`src/sv/rsa_modexp_pkg.sv`:
```
// Package: fixed field widths, configuration register indexes and sequencer state codes for the modexp block.
`default_nettype none

package rsa_modexp_pkg;

   // Fixed widths of the channel fields and registers
   localparam int MSG_W     = 63;
   localparam int EXP_W     = 64;
   localparam int CSR_DATA_W = 64;
   localparam int CSR_IDX_W = 1;

   // Configuration register indexes
   localparam logic [CSR_IDX_W-1:0] CSR_EXPONENT = 1'b0;
   localparam logic [CSR_IDX_W-1:0] CSR_MODULUS  = 1'b1;

   // Control state codes of the exponent sequencer
   localparam int ST_W = 2;
   typedef logic [ST_W-1:0] state_type;
   localparam state_type ST_IDLE  = 2'd0;
   localparam state_type ST_ROUND = 2'd1;
   localparam state_type ST_WAIT  = 2'd2;
   localparam state_type ST_OUT   = 2'd3;

endpackage

`default_nettype wire

```
`src/sv/rsa_modexp_mulmod.sv`:
```
// Bit-serial modular multiplier: interleaved shift-and-add with conditional subtract.
`default_nettype none

module rsa_modexp_mulmod #(
   parameter int WIDTH = 63
) (
   input  wire logic             clock,
   input  wire logic             reset,
   input  wire logic             start,
   input  wire logic [WIDTH-1:0] a_val,
   input  wire logic [WIDTH-1:0] b_val,
   input  wire logic [WIDTH-1:0] n_val,
   output logic                  done,
   output logic [WIDTH-1:0]      product
);

   localparam int CNT_W = $clog2(WIDTH);

   logic             busy_ff, busy_in;
   logic             done_ff, done_in;
   logic [CNT_W-1:0] cnt_ff, cnt_in;
   logic [WIDTH-1:0] acc_ff, acc_in;
   logic [WIDTH-1:0] addend_ff, addend_in;
   logic [WIDTH-1:0] mult_ff, mult_in;
   logic [WIDTH-1:0] n_ff, n_in;

   logic [WIDTH:0]   sum;
   logic [WIDTH:0]   dbl;
   logic [WIDTH-1:0] acc_step;
   logic [WIDTH-1:0] addend_step;

   // One multiplier bit per cycle: add the addend, double it, reduce both
   always_comb begin
      sum = {1'b0, acc_ff} + (mult_ff[0] ? {1'b0, addend_ff} : '0);
      if (sum >= {1'b0, n_ff}) begin
         sum = sum - {1'b0, n_ff};
      end
      acc_step = sum[WIDTH-1:0];
      dbl = {addend_ff, 1'b0};
      if (dbl >= {1'b0, n_ff}) begin
         dbl = dbl - {1'b0, n_ff};
      end
      addend_step = dbl[WIDTH-1:0];
   end

   // Load operands on start, then step until every multiplier bit is used
   always_comb begin
      busy_in   = busy_ff;
      done_in   = 1'b0;
      cnt_in    = cnt_ff;
      acc_in    = acc_ff;
      addend_in = addend_ff;
      mult_in   = mult_ff;
      n_in      = n_ff;
      if (start) begin
         busy_in   = 1'b1;
         cnt_in    = '0;
         acc_in    = '0;
         addend_in = a_val;
         mult_in   = b_val;
         n_in      = n_val;
      end else if (busy_ff) begin
         acc_in    = acc_step;
         addend_in = addend_step;
         mult_in   = mult_ff >> 1;
         cnt_in    = cnt_ff + CNT_W'(1);
         if (cnt_ff == CNT_W'(WIDTH - 1)) begin
            busy_in = 1'b0;
            done_in = 1'b1;
         end
      end
   end

   always_ff @(posedge clock) begin
      if (reset) begin
         busy_ff <= 1'b0;
         done_ff <= 1'b0;
      end else begin
         busy_ff <= busy_in;
         done_ff <= done_in;
      end
      cnt_ff    <= cnt_in;
      acc_ff    <= acc_in;
      addend_ff <= addend_in;
      mult_ff   <= mult_in;
      n_ff      <= n_in;
   end

   assign done    = done_ff;
   assign product = acc_ff;

endmodule

`default_nettype wire

```
`src/sv/rsa_modular_exponentiation.sv`:
```
// Top level: right-to-left square-and-multiply modular exponentiation.
// Usage:
//   Write exponent (index 0) and modulus (index 1) on the csr_ port while idle;
//   a write takes effect at the clock edge where csr_wr_en is high.
//   Each req_ beat carries one message word and a final_word flag; each
//   beat yields exactly one rsp_ beat with power, range_error and final_out.
//   A message at or above the modulus returns range_error 1 and power 0;
//   it passes through ST_OUT into the rsp_ output register.
//   Otherwise each exponent bit up to the highest set one (up to 64 bits)
//   costs one round: two bit-serial modular multipliers (result*base and
//   base*base) run side by side, and ST_WAIT takes both products.
//   One item is worked on at a time; req_ready is high only while idle.
//   A finished result sits in the rsp_ output register; the next item may be
//   accepted while it waits, and a new result waits until the register frees.
//   Reset (synchronous, active high) sets exponent 1, modulus 3 and drops
//   any item in flight and any undelivered result.
`default_nettype none

module rsa_modular_exponentiation
   import rsa_modexp_pkg::*;
#(
   parameter int MOD_WIDTH = 63
) (
   input  wire logic                  clock,
   input  wire logic                  reset,
   input  wire logic                  csr_wr_en,
   input  wire logic [CSR_IDX_W-1:0]  csr_index,
   input  wire logic [CSR_DATA_W-1:0] csr_wdata,
   input  wire logic                  req_valid,
   output logic                       req_ready,
   input  wire logic [MSG_W-1:0]      req_message,
   input  wire logic                  req_final_word,
   output logic                       rsp_valid,
   input  wire logic                  rsp_ready,
   output logic [MSG_W-1:0]           rsp_power,
   output logic                       rsp_range_error,
   output logic                       rsp_final_out
);

   // Configuration registers
   logic [EXP_W-1:0]     exponent_ff;
   logic [MOD_WIDTH-1:0] modulus_ff;

   // Sequencer state
   state_type            state_ff, state_in;
   logic [EXP_W-1:0]     exp_ff, exp_in;
   logic [MOD_WIDTH-1:0] base_ff, base_in;
   logic [MOD_WIDTH-1:0] result_ff, result_in;
   logic                 err_ff, err_in;
   logic                 last_ff, last_in;

   // Output register
   logic                 rsp_valid_ff, rsp_valid_in;
   logic [MSG_W-1:0]     rsp_power_ff, rsp_power_in;
   logic                 rsp_err_ff, rsp_err_in;
   logic                 rsp_last_ff, rsp_last_in;

   logic                 mm_start;
   logic                 mul_done, sq_done;
   logic [MOD_WIDTH-1:0] mul_prod, sq_prod;
   logic                 in_beat;
   logic                 out_free;

   assign req_ready = (state_ff == ST_IDLE);
   assign in_beat   = req_valid && req_ready;
   assign out_free  = !rsp_valid_ff || rsp_ready;
   assign mm_start  = (state_ff == ST_ROUND) && (exp_ff != '0);

   // Configuration writes
   always_ff @(posedge clock) begin
      if (reset) begin
         exponent_ff <= EXP_W'(1);
         modulus_ff  <= MOD_WIDTH'(3);
      end else if (csr_wr_en) begin
         case (csr_index)
            CSR_EXPONENT: exponent_ff <= csr_wdata;
            CSR_MODULUS:  modulus_ff  <= csr_wdata[MOD_WIDTH-1:0];
            default:      exponent_ff <= exponent_ff;
         endcase
      end
   end

   // Multiply unit: result * base
   rsa_modexp_mulmod #(
      .WIDTH (MOD_WIDTH)
   ) u_mul (
      .clock   (clock),
      .reset   (reset),
      .start   (mm_start),
      .a_val   (result_ff),
      .b_val   (base_ff),
      .n_val   (modulus_ff),
      .done    (mul_done),
      .product (mul_prod)
   );

   // Square unit: base * base
   rsa_modexp_mulmod #(
      .WIDTH (MOD_WIDTH)
   ) u_sq (
      .clock   (clock),
      .reset   (reset),
      .start   (mm_start),
      .a_val   (base_ff),
      .b_val   (base_ff),
      .n_val   (modulus_ff),
      .done    (sq_done),
      .product (sq_prod)
   );

   // Sequence exponent bits, one round per bit, lowest first
   always_comb begin
      state_in     = state_ff;
      exp_in       = exp_ff;
      base_in      = base_ff;
      result_in    = result_ff;
      err_in       = err_ff;
      last_in      = last_ff;
      rsp_valid_in = rsp_valid_ff && !rsp_ready;
      rsp_power_in = rsp_power_ff;
      rsp_err_in   = rsp_err_ff;
      rsp_last_in  = rsp_last_ff;
      case (state_ff)
         ST_IDLE: begin
            if (in_beat) begin
               last_in   = req_final_word;
               exp_in    = exponent_ff;
               base_in   = req_message[MOD_WIDTH-1:0];
               result_in = (modulus_ff > MOD_WIDTH'(1)) ? MOD_WIDTH'(1) : '0;
               if (req_message >= MSG_W'(modulus_ff)) begin
                  err_in    = 1'b1;
                  result_in = '0;
                  state_in  = ST_OUT;
               end else begin
                  err_in   = 1'b0;
                  state_in = ST_ROUND;
               end
            end
         end
         ST_ROUND: begin
            if (exp_ff == '0) begin
               state_in = ST_OUT;
            end else begin
               state_in = ST_WAIT;
            end
         end
         ST_WAIT: begin
            if (mul_done && sq_done) begin
               if (exp_ff[0]) begin
                  result_in = mul_prod;
               end
               base_in  = sq_prod;
               exp_in   = exp_ff >> 1;
               state_in = ST_ROUND;
            end
         end
         ST_OUT: begin
            // Hold the result until the output register frees
            if (out_free) begin
               rsp_valid_in = 1'b1;
               rsp_power_in = MSG_W'(result_ff);
               rsp_err_in   = err_ff;
               rsp_last_in  = last_ff;
               state_in     = ST_IDLE;
            end
         end
         default: state_in = ST_IDLE;
      endcase
   end

   always_ff @(posedge clock) begin
      if (reset) begin
         state_ff     <= ST_IDLE;
         rsp_valid_ff <= 1'b0;
      end else begin
         state_ff     <= state_in;
         rsp_valid_ff <= rsp_valid_in;
      end
      exp_ff       <= exp_in;
      base_ff      <= base_in;
      result_ff    <= result_in;
      err_ff       <= err_in;
      last_ff      <= last_in;
      rsp_power_ff <= rsp_power_in;
      rsp_err_ff   <= rsp_err_in;
      rsp_last_ff  <= rsp_last_in;
   end

   assign rsp_valid       = rsp_valid_ff;
   assign rsp_power       = rsp_power_ff;
   assign rsp_range_error = rsp_err_ff;
   assign rsp_final_out   = rsp_last_ff;

endmodule

`default_nettype wire

```
`config.mk`:
```
export PLATFORM = sky130hd
export DESIGN_NAME = rsa_modular_exponentiation
export DESIGN_NICKNAME = d
export VERILOG_FILES = /design/src/sv/rsa_modexp_pkg.sv /design/src/sv/rsa_modexp_mulmod.sv /design/src/sv/rsa_modular_exponentiation.sv
export SDC_FILE = /design/constraint.sdc
export NUM_CORES = 2
export LEC_CHECK = 0
export BUFFER_PORTS_ARGS = -buffer_cell sky130_fd_sc_hd__buf_2
export CELL_PAD_IN_SITES_DETAIL_PLACEMENT = 1
export CELL_PAD_IN_SITES_GLOBAL_PLACEMENT = 2
export CORE_MARGIN = 2
export CORE_UTILIZATION = 43
export DETAILED_ROUTE_END_ITERATION = 8
export HOLD_SLACK_MARGIN = 0.02
export PLACE_DENSITY_LB_ADDON = 0.15
export SYNTH_ARGS = -nofsm -noshare
export SYNTH_HDL_FRONTEND = slang
export SYNTH_SLANG_ARGS = --single-unit
export TNS_END_PERCENT = 50
```
`constraint.sdc`:
```
create_clock -name clock -period 25.7 [get_ports clock]
set_clock_uncertainty 0.2 [all_clocks]
set_input_delay 2.57 -clock clock [delete_from_list [all_inputs] [get_ports clock]]
set_output_delay 2.57 -clock clock [all_outputs]
set_load 0.02 [all_outputs]
```
# After elaboration in Yosys (flattened, before gate mapping)
# Cells that the tools add are included.
# totals
register_bits	844
latch_bits	0
ramBits	0
romBits	0
in_bits	134
out_inout_bits	67
n_memories	0
# op_classes
n_addsub	8
mul	0
n_div	0
n_lt_le_gt_ge	6
eq_ne	9
shifts	0
n_mux	43
bitwise_logic	3
reduce_logical	22
# op_table
operator	n
$mux 63	19
$ge 64x63->1	4
$pmux 63 s2	2
$sub 63x63->63	4
$add 63x63->64	2
$mux 64	2
$pmux 64 s2	1
$logic_not 64->1	1
$reduce_bool 64->1	1
$ge 63x63->1	1
$gt 63x1->1 const B	1
$mux 1	14
$add 6x1->6 const B	2
$eq 6x6->1 const B	2
$mux 2	4
$pmux 2 s4	1
$reduce_and 2->1	4
$ne 2x2->1 const B	3
$reduce_and 3->1	2
$reduce_bool 2->1	3
$reduce_or 3->1	2
$eq 2x2->1 const B	2
$logic_and 1x1->1	4
$reduce_and 4->1	1
other kinds (6)	9

# Logic depth before layout (Yosys ltp)
# logic_depth
ltp_word	5
ltp_mapped	28
ltp_nobuf	25

# Hierarchy
# From an unflattened synthesis, not the netlist that was laid out.
# unflattened
hier_cells	6557
area_unflattened_um2	60737.0
# by_module_without_submodules
module	n_inst	cells_per_inst	area_each_um2	seq_area_each_um2
rsa_modexp_mulmod at u_mul	1	2648	22353.9	7096.8
rsa_modexp_mulmod at u_sq	1	2584	22325.2	7096.8
rsa_modular_exponentiation	1	1325	16057.9	10319.9

# Worst setup path after synthesis
# Ideal clock, no wire load.
# synth_path
path_type	input -> register
startpoint	input req_valid
endpoint	register result_ff[0], enable pin
setup_time_ns	0.580
arrival_time_ns	13.693
setup_slack_ns	11.227
cell_stages	3
path_cell_list	nand2b_1 -> a21oi_1 -> a21boi_0
# synth_via
elab_chain_cells	3
# synth_lines
element	line_no	source
from (decl)	rsa_modular_exponentiation.sv:29	input wire logic req_valid,
$logic_and 1x1->1	rsa_modular_exponentiation.sv:65	assign in_beat = req_valid && req_ready;
$ne 2x1->1 (no line)	--	
$reduce_and 4->1 (no line)	--	
to (signal assigned)	rsa_modular_exponentiation.sv:181	result_ff <= result_in;
to (decl)	rsa_modular_exponentiation.sv:48	logic [MOD_WIDTH-1:0] result_ff, result_in;
# Every way passes these cells.
# A chain may end at the register's enable or synchronous reset.

# Worst setup path after layout
# layout_path
startpoint	register u_sq.mult_ff[0]
endpoint	register u_sq.acc_ff[3] (netlist: u_sq.product[3])
# layout_via
elab_chain_cells	4
elab_cells_between_ends	5
# layout_lines
element	line_no	source
from (decl)	rsa_modexp_mulmod.sv:24	logic [WIDTH-1:0] mult_ff, mult_in;
from (signal assigned)	rsa_modexp_mulmod.sv:85	mult_ff <= mult_in;
$mux 63 (*)	rsa_modexp_mulmod.sv:34	sum = {1'b0, acc_ff} + (mult_ff[0] ? {1'b0, addend_ff} : '0);
$add 63x63->64 (*)	rsa_modexp_mulmod.sv:34	
$sub 63x63->63 or $ge 64x63->1 (tied branches)	rsa_modexp_mulmod.sv:36, rsa_modexp_mulmod.sv:35	
$mux 63 (*)	rsa_modexp_mulmod.sv:35	if (sum >= {1'b0, n_ff}) begin
to (signal assigned)	rsa_modexp_mulmod.sv:83	acc_ff <= acc_in;
to (decl)	rsa_modexp_mulmod.sv:22	logic [WIDTH-1:0] acc_ff, acc_in;
# Mark *: on every way between the ends. The rest lies on a longest branch, timed or not.

==> impl_metrics.tcl <==
set metrics [dict create \
    placementRows 135 \
    nNetsFinal 7204 \
    syn_area_sq_um 58310 \
    via_per_inst 6.053 \
    wl_per_cell_microns 25.93 \
    internal_power_mw 4.244 \
    synth_warnings 0 \
    swShare 0.4722 \
    synth.net_count 7200 \
    report.final.slew_viol_count 0 \
    layout_top_registers "exp_ff: 64 flops, exponent_ff: 64 flops" \
    synth_largest_area_cell "edfxtp_1" \
    synth.top_cells.by_count "nand2_1 (1032), a21oi_1 (720), edfxtp_1 (572), ha_1 (445), o21ai_0 (369)" \
    r2r_end "u_sq.product[3]" \
    holdCritPathClass "reg2reg" \
    dr_total_vias 51370 \
    htree_num_levels 3 \
    gr-usage-all-layers 0.3117 \
    cts.root.buffer_cell "clkbuf_16" \
    start_util 0.4321 \
    register_area_sq_um 22630 \
    total_switching_power_mw 3.797 \
    yosysSeqAreaShare 0.3879 \
    headroom_to_the_max_slew_limit 0.1981 \
    drt_iter0_markers 4123 \
    worstSetupStartpointType "flip-flop" \
    worst-setup-path-type "reg2reg" \
    grt_pass1_vias 51450 \
    placeableCoreArea_sq_um 135000 \
    arrival_ps 9540 \
    detail_route.drc_violations 0 \
    hp-start "last_ff" \
    io-pin-count 201 \
    synth.ff_latch_count 844 \
    worstHoldPathCells 0 \
    r2r_start "u_sq.mult_ff[0]" \
    cts_buffers 99 \
    post-route-period-util 0.3543 \
    antenna_violations_before_repair 8 \
    area.growth.synth_to_final_pct 10.09 \
    die_w_microns 372.3 \
    buffer_ports.inserted 200 \
    tightest_slew_ps 1203 \
    pwr-share-seq 0.246 \
    postSynthAreaPerCell_sq_um 8.815 \
    postCtsResizedCells 0 \
    synth.area.top_cells "edfxtp_1 (29%), ha_1 (9.5%), dfxtp_1 (9.3%), nand2_1 (6.6%), a21oi_1 (6.2%)" \
    crit_path_start "u_sq.mult_ff[0]" \
    fraction_of_layout_instances_using_a_drive_strength_above_1 0.09384 \
    power.clock.fraction 0.186 \
    fp.dieArea_sq_um 138600 \
    pin_count_of_the_biggest_net_entering_global_routing 107 \
    comb_power_share 0.568 \
    static-leakage-power_nw 26.58 \
    cts_post_setup_buffers_inserted 0 \
    fraction_of_registers_with_async_set_reset 0 \
    synth_compound_area_frac 0.2031 \
    fin_hold_ws_ps 213.8 \
    cts.sinks 844 \
    insertion_delay_ps 760 \
    share_of_the_synthesized_netlist_area_taken_by_xor_and_xnor_gates 0.05167 \
    synth_enable_flop_cells 572 \
    firstDrtPassIters 5 \
    muxShareOfSynthArea 0.04268 \
    drtAntennaViolNets 0 \
    whs_endpoint "rsp_final_out" \
    cp_max_fo 66 \
    synth_cells 6615 \
    clock_tree_from_tritoncts "built" \
    rsz0062_at_grt "no" \
    vdd_ir_drop_max_mv 0.08335 \
    grt_first_pass_wirelength_mm 327.9 \
    worst_path_required_ps 26130 \
    nFillCells 15740 \
    hold_buffers 0 \
    worst_setup_hold_path_clk_slew_ps 60 \
    synth-main-ff-cell "edfxtp_1" \
    multi_input_comb_area_sq_um 33500 \
    run_status "completed" \
    timing.max_cap.violations 0 \
    place_hpwl_mm 171.1 \
    post_synth_fa_ha_maj_area_fraction 0.09754 \
    timing.fmax_mhz 109.8 \
    globalRouteOverflowTotal 0 \
    dominant_combinational_cell_family_by_area_after_synthesis "compound AO/OA/AOI/OAI gates" \
    cts_buffer_depth 3 \
    place.gp.congestion 0.9501 \
    layout_min_cycle_time_ps 9106 \
    chipHeight_microns 372.3 \
    routed_wirelength_mm 220.1 \
    synth_top_cell_area_share 0.2946 \
    fin_tns_setup_ps 0 \
    final-hold-violation-count 0 \
    timing.critical_path.to_type "flip-flop" \
    r2r_cells 25 \
    rrSetupSlack_ps 16590 \
    synth_cell_types 91 \
    synthMostInstantiatedCell "nand2_1" \
    timing.final.setup_violations 0 \
    synthSimpleGateAreaFrac 0.1774 \
    p_per_area_nw_per_um2 125.3 \
]
==> power groups by stage <==
stage          clock network (mW)  registers, mW  logic [mW]
6_report                     1.50           1.98        4.57
5_1_grt                      1.57           1.99        4.98
4_1_cts                      1.53           1.97        4.49
3_5_place_dp                    0           1.99        4.46
3_3_place_gp                    0           1.99        4.40
2_1_floorplan                   0           1.88        3.26
==> worst max-delay path, cell delays in order, from the launching register on <==
cell       delay, ps
edfxtp_1         590
and2_1           260
ha_1             220
fa_1             430
a211oi_1         420
nor4_1           130
nor3_1           730
a2111oi_0        310
a21oi_1          180
buf_4            210
o2111ai_1        290
a211o_1          340
nand3_1          160
o21ai_0          140
xor2_1           180
ha_1             410
nand3_1          160
or4_1            620
nor4_1           730
nand3_1          370
nand3_1          250
a31oi_4          160
buf_4            550
inv_2            520
nand3_1          120
a311oi_1         290
==> through the flow <==
| stage | cell area (sq um) | utilization | cells | setup slack [ps] | power [mW] |
|---|---|---|---|---|---|
| finish | 64200 | 0.4757 | 8487 | 16590 | 8.041 |
| global route | 64190 | 0.4756 | 8484 | 16280 | 8.545 |
| global placement | 60750 | 0.4501 | 8299 | 16770 | 6.392 |
| detailed placement | 60750 | 0.4501 | 8299 | 16720 | 6.448 |
| floorplan | 58310 | - | 6615 | 11230 | 5.143 |
| CTS | 64190 | 0.4756 | 8484 | 16720 | 7.984 |
==> cells in the final DEF (no fill, tap or decap), types with 42 or more instances in the layout <==
cell type     n
a21o_1      215
mux2_2      133
nor3_1       73
buf_2       199
edfxtp_1    572
nor2b_1      51
inv_1       245
a211oi_1     52
xnor2_1     193
dfxtp_1     270
o21a_1       51
nand2_1    1029
a31oi_1      87
a21oi_1     719
xor2_1      151
clkbuf_16    99
and3_1       43
nor4_1       54
nor2_1      363
and2_1      215
nand3_1     109
nand2b_1     42
buf_4        61
mux2i_1      99
o21ai_0     369
ha_1        445
nand4_1     129
o21bai_1    102
==> worst max path at each step <==
| stage | to | slack [ps] | cells past startpoint |
|---|---|---|---|
| 2_1_floorplan | result_ff[0] | 11230 | 3 |
| 3_5_place_dp | u_sq.product[3] | 16720 | 25 |
| 3_3_place_gp | u_sq.product[24] | 16770 | 25 |
| 4_1_cts | u_sq.product[3] | 16720 | 25 |
| 5_1_grt | u_sq.product[17] | 16280 | 26 |
| 6_report | u_sq.product[3] | 16590 | 25 |
==> cell type report <==
| type | count | area share |
|---|---|---|
| diodes | 3 | 0.0001169 |
| clock buffers | 119 | 0.04069 |
| repair buffers | 260 | 0.02265 |
| flip-flops and latches | 844 | 0.3525 |
| well taps | 1781 | 0.03471 |
| clock inverters | 66 | 0.01290 |
| multi-input cells | 5165 | 0.5218 |
| inverters | 249 | 0.01468 |
==> layer usage <==
| layer | track usage | vias up | wire length (microns) |
|---|---|---|---|
| li1 | - | 24060 | - |
| met1 | 0.4513 | 25740 | 104700 |
| met2 | 0.4854 | 1303 | 96930 |
| met3 | 0.03776 | 264 | 11480 |
| met4 | 0.09096 | 4 | 6900 |
| met5 | 0 | - | 21 |
==> cells by family (layout without fill, tap and decap cells) <==
group	Yosys count	after routing
xor gates and xnor gates	344	344
other	0	3
muxes	232	232
and+or+nand+nor	2229	2229
AOI/OAI and AO/OA	1909	1909
DFF	844	844
adders and majority gates	451	451
buffers and inverters	606	694
Note: power is estimated with default switching activity, not from simulation.
